`src/rtl/dem_delta_record_decoder_macros.svh`:
```
// ----------------------------------------------------------------------------
// dem delta record decoder assertion macros
// concurrent assertion shorthands, empty when synthesizing
// ----------------------------------------------------------------------------
`ifndef DEM_DELTA_RECORD_DECODER_MACROS_SVH
`define DEM_DELTA_RECORD_DECODER_MACROS_SVH

`ifndef SYNTHESIS

// antecedent implies consequent in the same cycle
`define DDR_ASSERT_SAME(label, clk, rst_n, ante, cons) \
    label: assert property (@(posedge clk) disable iff (!rst_n) (ante) |-> (cons)) \
        else $error("assertion failed: same-cycle implication");

// antecedent implies consequent in the next cycle
`define DDR_ASSERT_NEXT(label, clk, rst_n, ante, cons) \
    label: assert property (@(posedge clk) disable iff (!rst_n) (ante) |=> (cons)) \
        else $error("assertion failed: next-cycle implication");

`else

`define DDR_ASSERT_SAME(label, clk, rst_n, ante, cons)
`define DDR_ASSERT_NEXT(label, clk, rst_n, ante, cons)

`endif

`endif

```
`src/rtl/ddr_pkg.sv`:
```
// ----------------------------------------------------------------------------
// ddr_pkg
// types, constants and the code-to-delta function of the delta record decoder
// ----------------------------------------------------------------------------
`timescale 1ns / 1ps
`default_nettype none

package ddr_pkg;

    localparam logic [31:0] OUT_OF_RANGE = 32'h8000_0000;
    localparam logic [8:0]  LONG_COUNT_BASE = 9'd32;

    // record type from header bits 7..5
    typedef enum logic [2:0] {
        RT_MISSING = 3'd0,
        RT_ZERO    = 3'd1,
        RT_D4      = 3'd2,
        RT_D8      = 3'd3,
        RT_D12     = 3'd4,
        RT_D16     = 3'd5,
        RT_D24     = 3'd6,
        RT_D32     = 3'd7
    } rec_type_t;

    // parser phase, one-hot
    typedef enum logic [2:0] {
        PH_HEADER = 3'b001,
        PH_COUNT  = 3'b010,
        PH_DATA   = 3'b100
    } phase_t;

    typedef struct packed {
        logic signed [31:0] value;
        logic [8:0]         repeat_res;
        logic               truncated;
        logic               end_of_tile;
        logic               last_of_item;
    } result_t;

    typedef struct packed {
        logic        oor;
        logic [31:0] sum;
    } take_t;

    // masks the code to the record width, flags the most negative code,
    // and adds the sign-extended difference to the predictor
    function automatic take_t ddr_take(input logic [31:0] pred, input logic [31:0] code,
                                       input rec_type_t rt);
        take_t       r;
        logic [31:0] d;
        logic        oor;
        case (rt)
            RT_D4:
            begin
                oor = (code[3:0] == 4'h8);
                d   = {{28{code[3]}}, code[3:0]};
            end
            RT_D8:
            begin
                oor = (code[7:0] == 8'h80);
                d   = {{24{code[7]}}, code[7:0]};
            end
            RT_D12:
            begin
                oor = (code[11:0] == 12'h800);
                d   = {{20{code[11]}}, code[11:0]};
            end
            RT_D16:
            begin
                oor = (code[15:0] == 16'h8000);
                d   = {{16{code[15]}}, code[15:0]};
            end
            RT_D24:
            begin
                oor = (code[23:0] == 24'h80_0000);
                d   = {{8{code[23]}}, code[23:0]};
            end
            default:
            begin
                oor = (code == OUT_OF_RANGE);
                d   = code;
            end
        endcase
        r.oor = oor;
        r.sum = pred + d;
        return r;
    endfunction

endpackage

`default_nettype wire

```
`src/rtl/ddr_in_if.sv`:
```
// ----------------------------------------------------------------------------
// ddr_in_if
// byte channel into the decoder: valid/ready with tile byte and end mark
// ----------------------------------------------------------------------------
`timescale 1ns / 1ps
`default_nettype none

interface ddr_in_if;
    logic       valid;
    logic       ready;
    logic [7:0] in_byte;
    logic       tile_end;

    modport source (output valid, output in_byte, output tile_end, input ready);
    modport sink (input valid, input in_byte, input tile_end, output ready);
endinterface

`default_nettype wire

```
`src/rtl/ddr_out_if.sv`:
```
// ----------------------------------------------------------------------------
// ddr_out_if
// result channel out of the decoder: valid/ready with one decoded run
// ----------------------------------------------------------------------------
`timescale 1ns / 1ps
`default_nettype none

interface ddr_out_if;
    logic               valid;
    logic               ready;
    logic signed [31:0] value;
    logic [8:0]         repeat_res;
    logic               truncated;
    logic               end_of_tile;
    logic               last_of_item;

    modport source (output valid, output value, output repeat_res, output truncated,
                    output end_of_tile, output last_of_item, input ready);
    modport sink (input valid, input value, input repeat_res, input truncated,
                  input end_of_tile, input last_of_item, output ready);
endinterface

`default_nettype wire

```
`src/rtl/dem_delta_record_decoder.sv`:
```
// ----------------------------------------------------------------------------
// dem_delta_record_decoder
// byte-serial decoder of delta-compressed elevation tiles
// ----------------------------------------------------------------------------
// The decoder takes one compressed byte per clock on byte_ch while its result
// buffer has room and produces run items on result_ch: a value and how many
// times it repeats. Header, count and data bytes are all parsed by one pass of
// logic in the accept cycle and the item(s) a byte causes land in a two-entry
// result buffer; with result_ch ready the buffer drains at one item per cycle.
// Most bytes cause zero or one item and then the sustained rate is one byte
// per clock; a 4-bit record byte with two codes causes two items and holds the
// input while the second waits at the buffer's single output port. Items show
// in the cycle after their byte. A tile's last byte (tile_end) resets the
// predictor and parser; unless first in its tile, it sets end_of_tile and, if a
// record is incomplete, truncated on its last item (repeat-0 status item if none).
`timescale 1ns / 1ps
`default_nettype none
`include "dem_delta_record_decoder_macros.svh"

module dem_delta_record_decoder (
    input  wire logic  clk,
    input  wire logic  rst_n,
    ddr_in_if.sink     byte_ch,
    ddr_out_if.source  result_ch
);
    import ddr_pkg::*;

    // decoder state
    logic [31:0] pred_reg,  pred_next;
    phase_t      phase_reg, phase_next;
    rec_type_t   type_reg,  type_next;
    logic [8:0]  rem_reg,   rem_next;
    logic [1:0]  bpos_reg,  bpos_next;
    logic [23:0] part_reg,  part_next;
    logic        first_reg, first_next;

    // result buffer, entry 0 is presented
    result_t     q0_reg, q1_reg;
    logic [1:0]  cnt_reg;

    // per-byte decode
    result_t     res_a, res_b;
    logic [1:0]  res_n;
    logic        byte_acc, out_pop;
    logic [7:0]  b;
    logic        start_go;
    rec_type_t   start_type;
    logic [8:0]  start_cnt;
    logic        take_go, pair_go, split_go;
    logic [31:0] take_code;
    logic [1:0]  last_pos;
    take_t       tk_a, tk_b;

    assign b        = byte_ch.in_byte;
    assign out_pop  = result_ch.valid && result_ch.ready;
    // room for two items once the head item leaves
    assign byte_ch.ready = (cnt_reg == 2'd0) || ((cnt_reg == 2'd1) && result_ch.ready);
    assign byte_acc = byte_ch.valid && byte_ch.ready;

    // last byte index of a 16, 24 or 32-bit code
    assign last_pos = 2'(3'(type_reg) - 3'(RT_D12));

    always_comb
    begin
        pred_next  = pred_reg;
        phase_next = phase_reg;
        type_next  = type_reg;
        rem_next   = rem_reg;
        bpos_next  = bpos_reg;
        part_next  = part_reg;
        first_next = first_reg;
        res_n      = 2'd0;
        res_a      = '0;
        res_b      = '0;
        start_go   = 1'b0;
        start_type = type_reg;
        start_cnt  = '0;
        take_go    = 1'b0;
        pair_go    = 1'b0;
        split_go   = 1'b0;
        take_code  = '0;
        tk_a       = '0;
        tk_b       = '0;

        if (byte_acc)
        begin
            case (phase_reg)
                PH_HEADER:
                begin
                    type_next = rec_type_t'(b[7:5]);
                    if (b[4:0] == 5'd0)
                    begin
                        phase_next = PH_COUNT;
                    end
                    else
                    begin
                        start_go   = 1'b1;
                        start_type = rec_type_t'(b[7:5]);
                        start_cnt  = {4'd0, b[4:0]};
                    end
                end
                PH_COUNT:
                begin
                    start_go  = 1'b1;
                    start_cnt = LONG_COUNT_BASE + {1'b0, b};
                end
                default:
                begin
                    if (type_reg == RT_MISSING || type_reg == RT_ZERO || rem_reg == 9'd0)
                    begin
                        phase_next = PH_HEADER;
                        rem_next   = '0;
                        bpos_next  = '0;
                        part_next  = '0;
                    end
                    else
                    begin
                        case (type_reg)
                            RT_D4:
                            begin
                                take_go   = 1'b1;
                                take_code = {28'd0, b[3:0]};
                                pair_go   = 1'b1;
                            end
                            RT_D8:
                            begin
                                take_go   = 1'b1;
                                take_code = {24'd0, b};
                            end
                            RT_D12:
                            begin
                                case (bpos_reg)
                                    2'd0:
                                    begin
                                        part_next = {16'd0, b};
                                        bpos_next = 2'd1;
                                    end
                                    2'd1:
                                    begin
                                        take_go   = 1'b1;
                                        take_code = {8'd0, part_reg} | {20'd0, b[3:0], 8'd0};
                                        split_go  = 1'b1;
                                    end
                                    default:
                                    begin
                                        take_go   = 1'b1;
                                        take_code = {8'd0, part_reg} | {20'd0, b, 4'd0};
                                        bpos_next = '0;
                                        part_next = '0;
                                    end
                                endcase
                            end
                            default:
                            begin
                                if (bpos_reg >= last_pos)
                                begin
                                    take_go   = 1'b1;
                                    take_code = {8'd0, part_reg}
                                              | ({24'd0, b} << {last_pos, 3'b000});
                                    bpos_next = '0;
                                    part_next = '0;
                                end
                                else
                                begin
                                    part_next = part_reg | ({16'd0, b} << {bpos_reg, 3'b000});
                                    bpos_next = bpos_reg + 2'd1;
                                end
                            end
                        endcase
                    end
                end
            endcase

            // run record or start of a data record
            if (start_go)
            begin
                if (start_type == RT_MISSING || start_type == RT_ZERO)
                begin
                    res_n            = 2'd1;
                    res_a.value      = (start_type == RT_MISSING) ? OUT_OF_RANGE : pred_reg;
                    res_a.repeat_res = start_cnt;
                    phase_next       = PH_HEADER;
                    rem_next         = '0;
                    bpos_next        = '0;
                    part_next        = '0;
                end
                else
                begin
                    phase_next = PH_DATA;
                    rem_next   = start_cnt;
                    bpos_next  = '0;
                    part_next  = '0;
                end
            end

            // first code of this byte
            if (take_go)
            begin
                tk_a             = ddr_take(pred_next, take_code, type_reg);
                res_n            = 2'd1;
                res_a.value      = tk_a.oor ? OUT_OF_RANGE : tk_a.sum;
                res_a.repeat_res = 9'd1;
                if (!tk_a.oor)
                begin
                    pred_next = tk_a.sum;
                end
                rem_next = rem_next - 9'd1;
                if (rem_next == 9'd0)
                begin
                    phase_next = PH_HEADER;
                    bpos_next  = '0;
                    part_next  = '0;
                end

                // high nibble of a 4-bit pair, skipped when the count ran out
                if (pair_go && rem_next != 9'd0)
                begin
                    tk_b             = ddr_take(pred_next, {28'd0, b[7:4]}, RT_D4);
                    res_n            = 2'd2;
                    res_b.value      = tk_b.oor ? OUT_OF_RANGE : tk_b.sum;
                    res_b.repeat_res = 9'd1;
                    if (!tk_b.oor)
                    begin
                        pred_next = tk_b.sum;
                    end
                    rem_next = rem_next - 9'd1;
                    if (rem_next == 9'd0)
                    begin
                        phase_next = PH_HEADER;
                        bpos_next  = '0;
                        part_next  = '0;
                    end
                end

                // middle byte of a 12-bit pair keeps its high nibble
                if (split_go && rem_next != 9'd0)
                begin
                    part_next = {20'd0, b[7:4]};
                    bpos_next = 2'd2;
                end
            end

            // tile end: flags on the last item, then full reset of the parser
            if (byte_ch.tile_end)
            begin
                if (first_reg)
                begin
                    res_n = 2'd0;
                end
                else
                begin
                    if (res_n == 2'd0)
                    begin
                        res_n = 2'd1;
                        res_a = '0;
                    end
                    if (res_n == 2'd2)
                    begin
                        res_b.truncated   = (phase_next != PH_HEADER);
                        res_b.end_of_tile = 1'b1;
                    end
                    else
                    begin
                        res_a.truncated   = (phase_next != PH_HEADER);
                        res_a.end_of_tile = 1'b1;
                    end
                end
                pred_next  = '0;
                type_next  = RT_MISSING;
                phase_next = PH_HEADER;
                rem_next   = '0;
                bpos_next  = '0;
                part_next  = '0;
                first_next = 1'b1;
            end
            else
            begin
                first_next = 1'b0;
            end

            if (res_n == 2'd2)
            begin
                res_b.last_of_item = 1'b1;
            end
            else if (res_n == 2'd1)
            begin
                res_a.last_of_item = 1'b1;
            end
        end
    end

    always_ff @(posedge clk or negedge rst_n)
    begin
        if (!rst_n)
        begin
            pred_reg  <= '0;
            phase_reg <= PH_HEADER;
            type_reg  <= RT_MISSING;
            rem_reg   <= '0;
            bpos_reg  <= '0;
            part_reg  <= '0;
            first_reg <= 1'b1;
            cnt_reg   <= '0;
        end
        else
        begin
            pred_reg  <= pred_next;
            phase_reg <= phase_next;
            type_reg  <= type_next;
            rem_reg   <= rem_next;
            bpos_reg  <= bpos_next;
            part_reg  <= part_next;
            first_reg <= first_next;
            // a byte is only taken when the buffer is empty after this cycle's pop
            if (byte_acc)
            begin
                cnt_reg <= res_n;
            end
            else if (out_pop)
            begin
                cnt_reg <= cnt_reg - 2'd1;
            end
        end
    end

    // buffer payload
    always_ff @(posedge clk)
    begin
        if (byte_acc)
        begin
            q0_reg <= res_a;
            q1_reg <= res_b;
        end
        else if (out_pop)
        begin
            q0_reg <= q1_reg;
        end
    end

    assign result_ch.valid        = (cnt_reg != 2'd0);
    assign result_ch.value        = q0_reg.value;
    assign result_ch.repeat_res   = q0_reg.repeat_res;
    assign result_ch.truncated    = q0_reg.truncated;
    assign result_ch.end_of_tile  = q0_reg.end_of_tile;
    assign result_ch.last_of_item = q0_reg.last_of_item;

    // a byte that caused items has them on the output next cycle
    `DDR_ASSERT_NEXT(a_item_follows, clk, rst_n, byte_acc && res_n != 2'd0, result_ch.valid)
    // the tile's closing item is always the last item of its byte
    `DDR_ASSERT_SAME(a_eot_last, clk, rst_n, result_ch.valid && result_ch.end_of_tile, result_ch.last_of_item)
    // a zero repeat only appears on a tile-end status item
    `DDR_ASSERT_SAME(a_zero_rep_eot, clk, rst_n, result_ch.valid && result_ch.repeat_res == 9'd0, result_ch.end_of_tile)
    // predictor and parser restart after the tile's final byte
    `DDR_ASSERT_NEXT(a_tile_reset, clk, rst_n, byte_acc && byte_ch.tile_end, pred_reg == 32'd0 && phase_reg == PH_HEADER && first_reg)

endmodule

`default_nettype wire
```
`src/flat_wrapper.sv`:
```
// flat-port wrapper written by rule: the top's interface ports become plain ports
module dem_delta_record_decoder_flat import ddr_pkg::*;
  (clk, rst_n, byte_ch_valid, byte_ch_in_byte, byte_ch_tile_end, byte_ch_ready, result_ch_valid, result_ch_value, result_ch_repeat_res, result_ch_truncated, result_ch_end_of_tile, result_ch_last_of_item, result_ch_ready);
  ddr_in_if byte_ch_i ();
  ddr_out_if result_ch_i ();
  input  wire logic clk;
  input  wire logic rst_n;
  input wire logic [$bits(byte_ch_i.valid)-1:0] byte_ch_valid;
  input wire logic [$bits(byte_ch_i.in_byte)-1:0] byte_ch_in_byte;
  input wire logic [$bits(byte_ch_i.tile_end)-1:0] byte_ch_tile_end;
  output wire logic [$bits(byte_ch_i.ready)-1:0] byte_ch_ready;
  output wire logic [$bits(result_ch_i.valid)-1:0] result_ch_valid;
  output wire logic [$bits(result_ch_i.value)-1:0] result_ch_value;
  output wire logic [$bits(result_ch_i.repeat_res)-1:0] result_ch_repeat_res;
  output wire logic [$bits(result_ch_i.truncated)-1:0] result_ch_truncated;
  output wire logic [$bits(result_ch_i.end_of_tile)-1:0] result_ch_end_of_tile;
  output wire logic [$bits(result_ch_i.last_of_item)-1:0] result_ch_last_of_item;
  input wire logic [$bits(result_ch_i.ready)-1:0] result_ch_ready;
  assign byte_ch_i.valid = byte_ch_valid;
  assign byte_ch_i.in_byte = byte_ch_in_byte;
  assign byte_ch_i.tile_end = byte_ch_tile_end;
  assign byte_ch_ready = byte_ch_i.ready;
  assign result_ch_valid = result_ch_i.valid;
  assign result_ch_value = result_ch_i.value;
  assign result_ch_repeat_res = result_ch_i.repeat_res;
  assign result_ch_truncated = result_ch_i.truncated;
  assign result_ch_end_of_tile = result_ch_i.end_of_tile;
  assign result_ch_last_of_item = result_ch_i.last_of_item;
  assign result_ch_i.ready = result_ch_ready;
  dem_delta_record_decoder u_core (.clk(clk), .rst_n(rst_n), .byte_ch(byte_ch_i), .result_ch(result_ch_i));
endmodule
```
`config.mk`:
```
export PLATFORM = sky130hd
export DESIGN_NAME = dem_delta_record_decoder_flat
export DESIGN_NICKNAME = d
export VERILOG_FILES = /design/src/rtl/ddr_pkg.sv /design/src/rtl/ddr_in_if.sv /design/src/rtl/ddr_out_if.sv /design/src/rtl/dem_delta_record_decoder.sv /design/src/flat_wrapper.sv
export VERILOG_INCLUDE_DIRS = /design/src /design/src/rtl
export SDC_FILE = /design/constraint.sdc
export NUM_CORES = 1
export LEC_CHECK = 0
export CAP_MARGIN = 15
export CORE_ASPECT_RATIO = 0.6
export CORE_MARGIN = 2
export CORE_UTILIZATION = 25
export CTS_CLUSTER_DIAMETER = 120
export CTS_CLUSTER_SIZE = 8
export DETAILED_ROUTE_END_ITERATION = 7
export DONT_BUFFER_PORTS = 1
export GPL_TIMING_DRIVEN = 0
export HOLD_SLACK_MARGIN = 0.05
export PLACE_DENSITY_LB_ADDON = 0.08
export SLEW_MARGIN = 20
export SYNTH_ARGS = -nofsm -noshare
export SYNTH_HDL_FRONTEND = slang
export SYNTH_SLANG_ARGS = --single-unit
```
`constraint.sdc`:
```
create_clock -name clk -period 8.41 [get_ports clk]
set_input_delay 2.1025 -clock clk [delete_from_list [all_inputs] [get_ports clk]]
set_output_delay 2.1025 -clock clk [all_outputs]
set_load 0.02 [all_outputs]
```
## Yosys cells after proc, flatten, opt, wreduce, memory -nomap -nowiden

Index checks and enable logic that the tools add are counted.

- Register bits: 164

- Bitwise operators: 8
- Shifts and indexed selects: 2
- Equality and inequality tests: 22
- Reductions and logical operators: 32
- Order comparisons: 1
- Multiplexer cells: 128
- $add $sub $neg: 8

Operators with widths:

| operator | count |
|---|---|
| two-way mux 32 bit | 19 |
| two-way mux 24 bit | 10 |
| two-way mux 44 bit | 5 |
| one-hot mux 32 bit (5 select lines) | 1 |
| two-way mux 41 bit | 3 |
| two-way mux 9 bit | 11 |
| one-hot mux 24 bit (2 select lines) | 2 |
| one-hot mux 32 bit (3 select lines) | 1 |
| adder 32 bit | 2 |
| one-hot mux 32 bit (2 select lines) | 1 |
| two-way mux 2 bit | 24 |
| bitwise OR 24 x 12 -> 24 bit | 2 |
| two-way mux 3 bit | 15 |
| equality test 32 bit (second input constant) | 1 |
| bitwise OR 24 x 32 -> 32 bit | 1 |
| left shift 8 x 5 -> 32 bit | 1 |
| two-way mux 1 bit | 28 |
| logical NOT 9 bit | 3 |
| equality test 24 bit (second input constant) | 1 |
| bitwise OR 24 bit | 1 |
| left shift 8 x 5 -> 24 bit | 1 |
| one-hot mux 9 bit (2 select lines) | 1 |
| nonzero test 9 bit | 2 |
| subtractor 9 x 1 -> 9 bit (second input constant) | 2 |
| other kinds (29) | 63 |

## Longest topological paths before layout

Gate-level depths: netlist (run 1).

- Depth in word-level cells: 28
- Mapped depth: 36
- Gate-level depth less buffers: 34

## Least setup slack after synthesis (run 1)

No wires, ideal clock.

- Path type: in2reg
- From: input port byte_ch_in_byte[7]
- To: register u_core.q1_reg[43] (netlist name) (data pin)
- Required time: 8.146 ns
- Cell stages on the path: 31
- Arrival: 7.662 ns
- Path buffers: 1
- Setup slack: 0.484 ns
- Cells stage by stage: buf_1 nor2_1 nor2_1 a221o_1 and2_1 a31oi_1 o21ai_0 ha_1 a21o_1 a21o_1 a21o_1 nand2_1 o21ai_0 a21o_1 a41oi_1 o21bai_1 a21oi_1 xor2_1 mux2i_1 ha_1 a21o_1 a21oi_1 nand3_1 o31a_1 a21oi_1 o21ai_0 a31oi_1 xnor2_1 xnor2_1 o211ai_1 o21ai_0

- Word-level cells in the longest chain between the ends: 16
- Elaborated cells on any way between the ends: 49
- Classes of those cells: 4 x add/sub; 7 x eq/ne; 1 x shift; 30 x mux; 2 x bitwise; 5 x reduce/logical

RTL lines:

| element | line | RTL |
|---|---|---|
| from (decl) | flat_wrapper.sv:9 | `input wire logic [$bits(byte_ch_i.in_byte)-1:0] byte_ch_in_byte;` |
| left shift 8 x 5 -> 32 bit | dem_delta_record_decoder.sv:159 | `\| ({24'd0, b} << {last_pos, 3'b000});` |
| bitwise OR 24 x 32 -> 32 bit | dem_delta_record_decoder.sv:159 |  |
| two-way mux 32 bit | dem_delta_record_decoder.sv:155 | `if (bpos_reg >= last_pos)` |
| one-hot mux 32 bit (3 select lines) | dem_delta_record_decoder.sv:118 | `case (type_reg)` |
| two-way mux 32 bit | dem_delta_record_decoder.sv:109 | `if (type_reg == RT_MISSING \|\| type_reg == RT_ZERO \|\| rem_reg == 9'd0)` |
| two-way mux 32 bit | dem_delta_record_decoder.sv:87 | `case (phase_reg)` |
| two-way mux 32 bit | dem_delta_record_decoder.sv:85 | `if (byte_acc)` |
| one-hot mux 32 bit (5 select lines), or another cell as far along | ddr_pkg.sv:52 | `case (rt)` |
| two-way mux 32 bit / one-hot mux 1 bit (5 select lines) (equally long branches) | dem_delta_record_decoder.sv:197, ddr_pkg.sv:52 |  |
| two-way mux 32 bit / two-way mux 1 bit (equally long branches) | dem_delta_record_decoder.sv:85, dem_delta_record_decoder.sv:197 |  |
| adder 32 bit / two-way mux 1 bit (equally long branches) | ddr_pkg.sv:85, dem_delta_record_decoder.sv:85 |  |
| two-way mux 32 bit | dem_delta_record_decoder.sv:203 | `if (!tk_a.oor)` |
| two-way mux 32 bit | dem_delta_record_decoder.sv:197 | `if (take_go)` |
| two-way mux 32 bit | dem_delta_record_decoder.sv:85 |  |
| adder 32 bit | ddr_pkg.sv:85 | `r.sum = pred + d;` |
| two-way mux 32 bit | dem_delta_record_decoder.sv:220 | `res_b.value = tk_b.oor ? OUT_OF_RANGE : tk_b.sum;` |
| to (signal assigned) | dem_delta_record_decoder.sv:332 | `q1_reg <= res_b;` |
| to (decl) | dem_delta_record_decoder.sv:38 | `result_t q0_reg, q1_reg;` |

Parallel ways exist; a longest one is shown, timed or not. The select of a mux whose other input is x is not followed.
A chain may end at the register's enable or synchronous reset.

## Worst setup path after layout (run 1)

- From: input port byte_ch_in_byte[4]
- To: register u_core.pred_reg[28]

- Word-level cells in the longest chain between the ends: 19
- Elaborated cells on any way between the ends: 56
- Classes of those cells: 4 x add/sub; 7 x eq/ne; 1 x shift; 37 x mux; 2 x bitwise; 5 x reduce/logical

RTL lines:

| element | line | RTL |
|---|---|---|
| left shift 8 x 5 -> 32 bit | dem_delta_record_decoder.sv:159 |  |
| bitwise OR 24 x 32 -> 32 bit | dem_delta_record_decoder.sv:159 |  |
| two-way mux 32 bit | dem_delta_record_decoder.sv:155 |  |
| one-hot mux 32 bit (3 select lines) | dem_delta_record_decoder.sv:118 |  |
| two-way mux 32 bit | dem_delta_record_decoder.sv:109 |  |
| two-way mux 32 bit | dem_delta_record_decoder.sv:87 |  |
| two-way mux 32 bit | dem_delta_record_decoder.sv:85 |  |
| one-hot mux 32 bit (5 select lines), or another cell as far along | ddr_pkg.sv:52 |  |
| [3 not listed] | -- |  |
| two-way mux 32 bit | dem_delta_record_decoder.sv:203 |  |
| two-way mux 32 bit | dem_delta_record_decoder.sv:197 |  |
| two-way mux 32 bit | dem_delta_record_decoder.sv:85 |  |
| adder 32 bit | ddr_pkg.sv:85 |  |
| two-way mux 32 bit | dem_delta_record_decoder.sv:222 | `if (!tk_b.oor)` |
| two-way mux 32 bit * | dem_delta_record_decoder.sv:216 | `if (pair_go && rem_next != 9'd0)` |
| two-way mux 32 bit * | dem_delta_record_decoder.sv:197 |  |
| two-way mux 32 bit * | dem_delta_record_decoder.sv:244 | `if (byte_ch.tile_end)` |
| to (signal assigned) | dem_delta_record_decoder.sv:307 | `pred_reg <= pred_next;` |
| to (decl) | dem_delta_record_decoder.sv:29 | `logic [31:0] pred_reg, pred_next;` |

Every way passes the cells marked *; elsewhere a longest branch is shown, timed or not. The select of a mux whose other input is x is not followed.

==> results of run 1 <==
-- final timing paths --
check,start,endpoint,slack [ps],depth (start not counted)
setup / recovery,byte_ch_in_byte[4],u_core.pred_reg[28],180,26
hold / removal,u_core.first_reg,u_core.first_reg,490,2
setup reg to reg,u_core.rem_reg[3],u_core.pred_reg[28],350,24
hold reg to reg,u_core.first_reg,u_core.first_reg,490,2
max in group asynchronous,rst_n,u_core.first_reg,6850,0
min in group asynchronous,rst_n,u_core.bpos_reg[0],1310,0
-- where the power goes --
group | internal [W] | leakage (nW) | switching, W
clock | 0.000446 | 0.283 | 0.000382
sequential | 0.00101 | 1.82 | 0.000198
combinational | 0.000771 | 3.59 | 0.00166
total | 0.00223 | 5.69 | 0.00224
-- kinds of logic (layout without fill, tap and decap cells) --
logic type | Yosys count | in the layout
adder cells (fa/ha/maj) | 78 | 78
other | 0 | 1
XOR/XNOR | 65 | 65
buffers and inverters | 128 | 165
multiplexers | 38 | 38
AO/OA/AOI/OAI | 513 | 513
flip-flops | 156 | 156
AND/OR/NAND/NOR | 494 | 494
-- worst reg2reg max path: cells and delay by family, from the launching register on --
family	cells	cell delay [ps]
AO/OA/AOI/OAI	12	4270
AND/OR/NAND/NOR	7	1960
adder cells (fa/ha/maj)	2	510
flip-flops	1	460
buffers and inverters	2	430
multiplexers	1	320
-- layer usage --
metal / vias up / track usage / part of all wire
met1: 5917 / 0.345 / 0.54
met2: 443 / 0.264 / 0.36
met3: 31 / 0.0677 / 0.090
met4: 0 / 0.0345 / 0.0084
met5: - / 0 / 0
li1: 5587 / - / -
-- what timing repair did --
action                                  CTS  global route
endpoints found under the setup margin   24            11
pin swaps                                 2             5
buffers inserted                          3             2
resized for setup                        28            40
gates cloned                              0             0
-- cells in the mapped netlist, types with 22 or more instances --
cell type	number	area share
nor2_1	174	0.051
a21oi_1	127	0.050
nand2_1	126	0.037
o21ai_0	90	0.035
edfxtp_1	80	0.19
ha_1	76	0.075
dfrtp_1	74	0.15
clkbuf_1	49	0.014
inv_1	49	0.014
xnor2_1	48	0.033
a21o_1	35	0.021
nor3_1	32	0.013
a221oi_1	31	0.021
a22oi_1	30	0.018
mux2_2	28	0.025
nand3_1	24	0.0094
o21ai_1	22	0.0087
-- per-stage QoR --
step           worst slack (ps)  hold WS (ps)  total power, W
2_1_floorplan               484           457         0.00277
3_3_place_gp              -1470           476         0.00353
4_1_cts                    11.4           498         0.00441
5_1_grt                   -7.06           523         0.00473
3_5_place_dp              -1590           472         0.00353
6_report                    182           494         0.00447
-- area by class of cell --
cell class / count / area share
multi-input combinational: 1188 / 0.560
clock inverter: 13 / 0.00977
antenna: 1 / 0.000173
clock buffer: 19 / 0.0306
timing repair buffer: 6 / 0.00398
sequential: 156 / 0.298
tap: 682 / 0.0590
inverter: 51 / 0.0135
buffer: 76 / 0.0249
==> impl_metrics.tcl, run 1 <==
set metrics [dict create \
    status "completed" \
    dieArea_mm2 0.0527 \
    avgSynthCellArea_um2 8.64 \
    cts_max_level 4 \
    worst_slew_pin_slew_ps 1130 \
    relSlewSlack 0.239 \
    clock_latency_ps 480 \
    worst-path-buf-inv 3 \
    max-vdd-ir-drop_uv 161 \
    avgViaCountPerCell 5.46 \
    ys_seq_elements 156 \
    finalClockSkew_ps 14.8 \
    io_pins 59 \
    synth.area.mux_share 0.0328 \
    drive_gt1_frac 0.115 \
    clkTransAtPathRegs_ps 70 \
    grt_pass1_vias 11300 \
    critical_path_class "in2reg" \
    worstSetupEndpointType "register" \
    slew_viol_final 0 \
    cts_sinks 156 \
    regArea_mm2 0.00431 \
    crit_family "compound AO/OA/AOI/OAI gates" \
    postCtsHoldBufs 0 \
    cts_buffers 17 \
    wirelength_mm 55.3 \
    antenna_left 0 \
    fin_cells 2192 \
    start_util 0.255 \
    nFillCells 5386 \
    async_flop_share 0.487 \
    cp_slowest_cell "or3_1" \
    cts_buffer_depth 2 \
    largest_register_ffs 36 \
    syn_to_final_growth_pct 13.8 \
    synth_area_mm2 0.0127 \
    grt_max_degree 77 \
    required_ps 8770 \
    critPathMaxStageDelay_ps 550 \
    finalSetupViolCount 0 \
    fmax_ghz 0.122 \
    die_h_um 179 \
    synth.distinct_cells 98 \
    synth-adder-area-share 0.0779 \
    critPathArrivalTime_ps 8590 \
    synthCells 1472 \
    gp_congestion 0.891 \
    yosysWarnings 0 \
    setup_tns_ps 0 \
    place_inst 2155 \
    maxCapViolCount 0 \
    synth_seq_area_share 0.339 \
    synth_compound_area_frac 0.275 \
    final_cell_mix "nor2_1 (170), nand2_1 (126), a21oi_1 (124)" \
    first_iter_violations 1115 \
    powerDensity_mw_per_mm2 309 \
    die_w_um 295 \
    synth_simple_gate_area_share 0.188 \
    fin_area_mm2 0.0145 \
    start_kind "input port" \
    hold_path_class "reg2reg" \
    final_common_cell "nor2_1" \
    synth_top_flop_cell "edfxtp_1" \
    core_region_area_mm2 0.0498 \
    synth_edf_count 80 \
    final_nets 1587 \
    route.detailed.drc 0 \
    multiInputGateArea_mm2 0.00811 \
    dpl_cell_area_mm2 0.0136 \
    grt_usage 0.213 \
    dp_hpwl_mm 41.9 \
    antenna_found_initial 3 \
    min_period_ps 8230 \
    vias 12000 \
    total_leakage_power_nw 5.69 \
    synth_xor_area_frac 0.0463 \
    finalHoldViolations 0 \
    rows 63 \
    cts-root-buf "clkbuf_16" \
    grt_first_pass_wirelength_mm 80.4 \
    layout_worst_path_cycle_share 0.978 \
    dr.pass1.iters 5 \
    syn_nets 1563 \
    fin_util 0.290 \
    overflow 0 \
    wl_per_cell_um 25.2 \
    crit_fanout 10 \
    cts_tree "done" \
    synth_top_family_by_area "compound AO/OA/AOI/OAI gates" \
    portBuffers 0 \
]
Power figures use the tool's default switching activity.
==> run 2, diff against run 1 <==
--- a/config.mk
+++ b/config.mk
@@ -6,6 +6,8 @@
 export SDC_FILE = /design/constraint.sdc
 export NUM_CORES = 1
 export LEC_CHECK = 0
+export ABC_AREA = 1
+export ABC_CLOCK_PERIOD_IN_PS = 8410
 export CAP_MARGIN = 15
 export CORE_ASPECT_RATIO = 0.6
 export CORE_MARGIN = 2
==> impl_metrics.tcl, run 2 <==
set metrics [dict create \
    synth_most_common_cell "nand2_1" \
    setup_tns_ps 0 \
    finalHoldViolations 0 \
    reg2reg_from "u_core.bpos_reg[0]" \
    synth_top_family_by_area "simple AND/OR/NAND/NOR gates" \
    avgViaCountPerCell 5.10 \
    cts_tree "done" \
    worst_slew_pin_slew_ps 1130 \
    critical_path_class "in2reg" \
    total_leakage_power_nw 6.97 \
    cts_buffer_depth 2 \
    first_iter_violations 1461 \
    vias 13900 \
    synth_seq_area_share 0.317 \
    overflow 0 \
    antenna_found_initial 2 \
    synth_commonest_cells "nand2_1 (500), nor2_1 (209), a21oi_1 (196), inv_1 (196), o21ai_0 (123)" \
    hold_path_class "reg2reg" \
    core_region_area_mm2 0.0539 \
    synth_simple_gate_area_share 0.293 \
    antenna_left 0 \
    dr.pass1.iters 7 \
    synthCells 1977 \
    io_pins 59 \
    wl_per_cell_um 21.8 \
    synth_top_flop_cell "edfxtp_1" \
    start_kind "input port" \
    final_common_cell "nand2_1" \
    reg2reg_depth 33 \
    die_h_um 185 \
    fmax_ghz 0.124 \
    synth_largest_area_cell "edfxtp_1" \
    grt_pass1_vias 13200 \
    layout_worst_path_cycle_share 0.960 \
    grt_first_pass_wirelength_mm 89.0 \
    hp-start "u_core.part_reg[0]" \
    die_w_um 305 \
    ys_seq_elements 156 \
    yosysWarnings 0 \
    synth_top_area_share 0.177 \
    critPathMaxStageDelay_ps 440 \
    synth_xor_area_frac 0.0366 \
    avgSynthCellArea_um2 6.88 \
    cp_common_cell "nand2_1" \
    power_w 0.00618 \
    synth_area_mm2 0.0136 \
    dp_hpwl_mm 47.1 \
    status "completed" \
    rows 66 \
    start_util 0.252 \
    fin_util 0.283 \
    regToRegEndpoint "u_core.pred_reg[26]" \
    regArea_mm2 0.00431 \
    route.detailed.drc 0 \
    drive_gt1_frac 0.0733 \
    dieArea_mm2 0.0563 \
    async_flop_share 0.487 \
    grt_usage 0.215 \
    worstSetupEndpointType "register" \
    nFillCells 6022 \
    slew_viol_final 0 \
    reg2reg_slack_ps 590 \
    cts-root-buf "clkbuf_16" \
    wirelength_mm 59.5 \
    max-vdd-ir-drop_uv 185 \
    gp_congestion 0.928 \
    synth-adder-area-share 0.0729 \
    relSlewSlack 0.240 \
    cts_buffers 17 \
    grt_max_degree 77 \
    syn_to_final_growth_pct 12.3 \
    synth_compound_area_frac 0.195 \
    clkTransAtPathRegs_ps 80 \
    portBuffers 0 \
    post-place-ws_ps -1900 \
    hold_depth 2 \
    fin_ws_ps 337 \
    synth_edf_count 80 \
    powerDensity_mw_per_mm2 405 \
    synth.area.mux_share 0 \
    cp_slowest_cell "fa_1" \
    synth.area.top_cells "edfxtp_1 (18%), nand2_1 (14%), dfrtp_1 (14%), a21oi_1 (7.2%), ha_1 (7.0%)" \
    maxCapViolCount 0 \
    final_cell_mix "nand2_1 (498), nor2_1 (208), a21oi_1 (195), inv_1 (195), o21ai_0 (118)" \
    cts_max_level 4 \
    final_nets 2096 \
    crit_fanout 31 \
    required_ps 8730 \
    min_period_ps 8070 \
    finalSetupViolCount 0 \
    largest_register_ffs 36 \
    cts_sinks 156 \
    syn_nets 2068 \
    synth.distinct_cells 59 \
    critPathArrivalTime_ps 8390 \
    clock_latency_ps 490 \
    min_to "u_core.part_reg[0]" \
    finalClockSkew_ps 25.1 \
    multiInputGateArea_mm2 0.00818 \
]
[run 2: cell count changes after synthesis, moves of 31 or more]
cell / before / now
nand3_1: 24 / 110
nand2_1: 126 / 500
nor2_1: 174 / 209
a21o_1: 35 / 4
a21oi_1: 127 / 196
inv_1: 49 / 196
o21ai_0: 90 / 123
[run 2: critical path: cells and delay by family]
kind / cells / cell delay [ps]
compound gates: 10 / 2230
simple gates: 12 / 1720
buf+inv: 7 / 1370
fa+ha+maj: 2 / 730
xor+xnor: 1 / 190
[run 2: metrics by stage]
step	hold WS [ps]	cell area, µm²	std cells
floorplan	449	13600	1977
global placement	469	14500	2691
detailed placement	473	14600	2694
CTS	493	15200	2729
global route	524	15300	2732
finish	486	15300	2733
[run 2: layout make-up]
cell class              count  area share
multi-input cells        1524       0.536
clock inverters            14      0.0104
well taps                 714      0.0585
repair buffers              9     0.00689
plain buffers              77      0.0230
inverters                 220      0.0549
diodes                      1    0.000164
flip-flops and latches    156       0.282
clock buffers              18      0.0281
[run 2: repair_timing]
action                     4_1_cts  5_1_grt
resized for setup               13       13
setup endpoints to repair       38       22
hold buffers                     0        0
buffers inserted                 3        3
pin swaps                        0        1
[run 2: routing by layer]
layer / wire (µm) / vias up / GRT usage
met5: 0 / - / 0
met4: 446 / 0 / 0.0323
met3: 5100 / 24 / 0.0529
met2: 21200 / 519 / 0.273
met1: 32800 / 6681 / 0.351
li1: - / 6713 / -
[run 2: cell families (layout without fill, tap and decap cells)]
group,after synthesis,in the layout
XOR/XNOR,56,56
adder cells (fa/ha/maj),78,78
buffers and inverters,297,338
flip-flops,156,156
AND/OR/NAND/NOR,926,926
other,0,1
AO/OA/AOI/OAI,464,464
[run 2: how the worst max path moves through the flow]
| stage | startpoint | endpoint | slack [ps] | cells past startpoint |
|---|---|---|---|---|
| 2_1_floorplan | byte_ch_in_byte[5] | u_core.q1_reg[40] | 1530 | 36 |
| 3_3_place_gp | byte_ch_in_byte[7] | u_core.q1_reg[43] | -2110 | 34 |
| 3_5_place_dp | byte_ch_in_byte[7] | u_core.q1_reg[43] | -1900 | 34 |
| 4_1_cts | byte_ch_in_byte[7] | u_core.q1_reg[40] | 100 | 32 |
| 5_1_grt | byte_ch_in_byte[5] | u_core.pred_reg[28] | -20 | 38 |
| 6_report | byte_ch_in_byte[7] | u_core.pred_reg[26] | 340 | 32 |
[run 2: power by group]
group	internal, W	switching (W)
Combinational	0.00112	0.00281
Clock	0.000444	0.000401
Sequential	0.00111	0.000288
==> run 3, diff against run 2 <==
--- a/config.mk
+++ b/config.mk
@@ -10,7 +10,6 @@
 export ABC_CLOCK_PERIOD_IN_PS = 8410
 export CAP_MARGIN = 15
 export CORE_ASPECT_RATIO = 0.6
-export CORE_MARGIN = 2
 export CORE_UTILIZATION = 25
 export CTS_CLUSTER_DIAMETER = 120
 export CTS_CLUSTER_SIZE = 8
==> impl_metrics.tcl, run 3 (synthesis gave the netlist of run 2 again) <==
set metrics [dict create \
    die_w_um 303 \
    final_common_cell "nand2_1" \
    critical_path.startpoint "byte_ch_in_byte[7]" \
    start_kind "input port" \
    worstSetupEndpoint "u_core.pred_reg[30]" \
    fin_area_mm2 0.0152 \
    avgViaCountPerCell 5.17 \
    power_w 0.00620 \
    cp_common_cell "nand2_1" \
    fmax_ghz 0.121 \
    reg2reg_from "u_core.bpos_reg[0]" \
    grt_max_degree 77 \
    vias 14100 \
    overflow 0 \
    post-place-ws_ps -1930 \
    use_met3 0.0630 \
    drive_gt1_frac 0.0719 \
    grt-busiest-layer "met1" \
    fin_ws_ps 174 \
    slew_viol_final 0 \
    total_leakage_power_nw 6.98 \
    start_util 0.256 \
    antenna_found_initial 3 \
    antenna_left 0 \
    wirelength_mm 59.7 \
    required_ps 8730 \
    reg2reg_slack_ps 400 \
    dpl_cell_area_mm2 0.0146 \
    setup_tns_ps 0 \
    route.detailed.drc 0 \
    hp-start "u_core.part_reg[0]" \
    powerDensity_mw_per_mm2 407 \
    final_cell_mix "nand2_1 (498), nor2_1 (209), a21oi_1 (195), inv_1 (195), o21ai_0 (117)" \
    rows 65 \
    n_antenna_cell 0 \
    regToRegEndpoint "u_core.pred_reg[30]" \
    critical_path_class "in2reg" \
    met1_usage 0.358 \
    finalClockSkew_ps 15.8 \
    largest_register_ffs 36 \
    dieArea_mm2 0.0554 \
    relSlewSlack 0.211 \
    grt_first_pass_wirelength_mm 87.9 \
    grt_pass1_vias 13100 \
    io_pins 59 \
    clkTransAtPathRegs_ps 80 \
    grt_usage 0.218 \
    worst_slew_pin_slew_ps 1180 \
    core_region_area_mm2 0.0531 \
    cts_sinks 156 \
    cts_buffers 17 \
    status "completed" \
    gp_congestion 0.946 \
    worst-path-buf-inv 7 \
    rsz0062_at_grt "true" \
    crit_fanout 31 \
    postCtsHoldBufs 0 \
    syn_to_final_growth_pct 12.1 \
    cts_tree "done" \
    layout_worst_path_cycle_share 0.979 \
    min_period_ps 8240 \
    final_nets 2096 \
    max-vdd-ir-drop_uv 186 \
    clock_latency_ps 490 \
    wl_per_cell_um 21.9 \
    worstSetupEndpointType "register" \
    portBuffers 0 \
    cts_buffer_depth 2 \
    hold_path_class "reg2reg" \
    dr.pass1.iters 6 \
    die_h_um 183 \
    critPathMaxStageDelay_ps 940 \
    reg2reg_depth 34 \
    critPathArrivalTime_ps 8560 \
    cts_max_level 4 \
    nFillCells 5908 \
    finalHoldViolations 0 \
    cp_slowest_cell "o31ai_1" \
    first_iter_violations 1451 \
    dp_hpwl_mm 47.0 \
    finalSetupViolCount 0 \
    cts-root-buf "clkbuf_16" \
    crit_cells 30 \
    crit_family "simple AND/OR/NAND/NOR gates" \
    maxCapViolCount 0 \
    grt_use_met2 0.269 \
]
## run 3: per-layer routing
| metal | vias up | routed length [µm] |
|---|---|---|
| met5 | - | 125 |
| met4 | 4 | 445 |
| met3 | 33 | 5510 |
| met2 | 513 | 21200 |
| met1 | 6781 | 32400 |
| li1 | 6735 | - |
## run 3: worst register-to-register path, delay by kind of cell, from the launching register on
| family | cells | cell delay (ps) |
|---|---|---|
| AOI/OAI and AO/OA | 9 | 2350 |
| and+or+nand+nor | 13 | 2040 |
| buffers and inverters | 8 | 1490 |
| adders and majority gates | 3 | 1050 |
| DFF | 1 | 590 |
| xor gates and xnor gates | 1 | 330 |
## run 3: power by group
part / internal (W) / switching (W) / leakage [nW]
combinational: 0.00112 / 0.00281 / 4.86
clock: 0.000468 / 0.000397 / 0.292
sequential: 0.00111 / 0.000293 / 1.82
## run 3: layout make-up
class                   count  area [µm²]  area share
multi-input cells        1524        8160       0.536
flip-flops and latches    156        4310       0.283
well taps                 703         880      0.0577
inverters                 220         837      0.0549
clock buffers              18         429      0.0282
plain buffers              77         350      0.0230
clock inverters            14         169      0.0111
repair buffers              9         105     0.00690
## run 3: how the worst min path moves through the flow
stage	endpoint	cells after the start	slack (ps)
after floorplan	u_core.part_reg[0]	2	450
after global placement	u_core.part_reg[0]	2	470
after detailed placement	u_core.part_reg[0]	2	470
after CTS	u_core.part_reg[0]	2	490
after global routing	u_core.part_reg[0]	2	500
final	u_core.part_reg[0]	2	490
## run 3: stage by stage
step	utilization	hold slack, ps	cells
3_3_place_gp	0.273	469	2680
5_1_grt	0.287	505	2721
3_5_place_dp	0.274	472	2683
4_1_cts	0.286	492	2718
2_1_floorplan	-	449	1977
6_report	0.287	486	2721
## run 3: what timing repair did
| item | 4_1_cts | 5_1_grt |
|---|---|---|
| endpoints found under the hold margin | 0 | 0 |
| pin swaps | 0 | 1 |
| setup buffers | 3 | 3 |
| setup endpoints to repair | 38 | 22 |
| resized for setup | 13 | 11 |
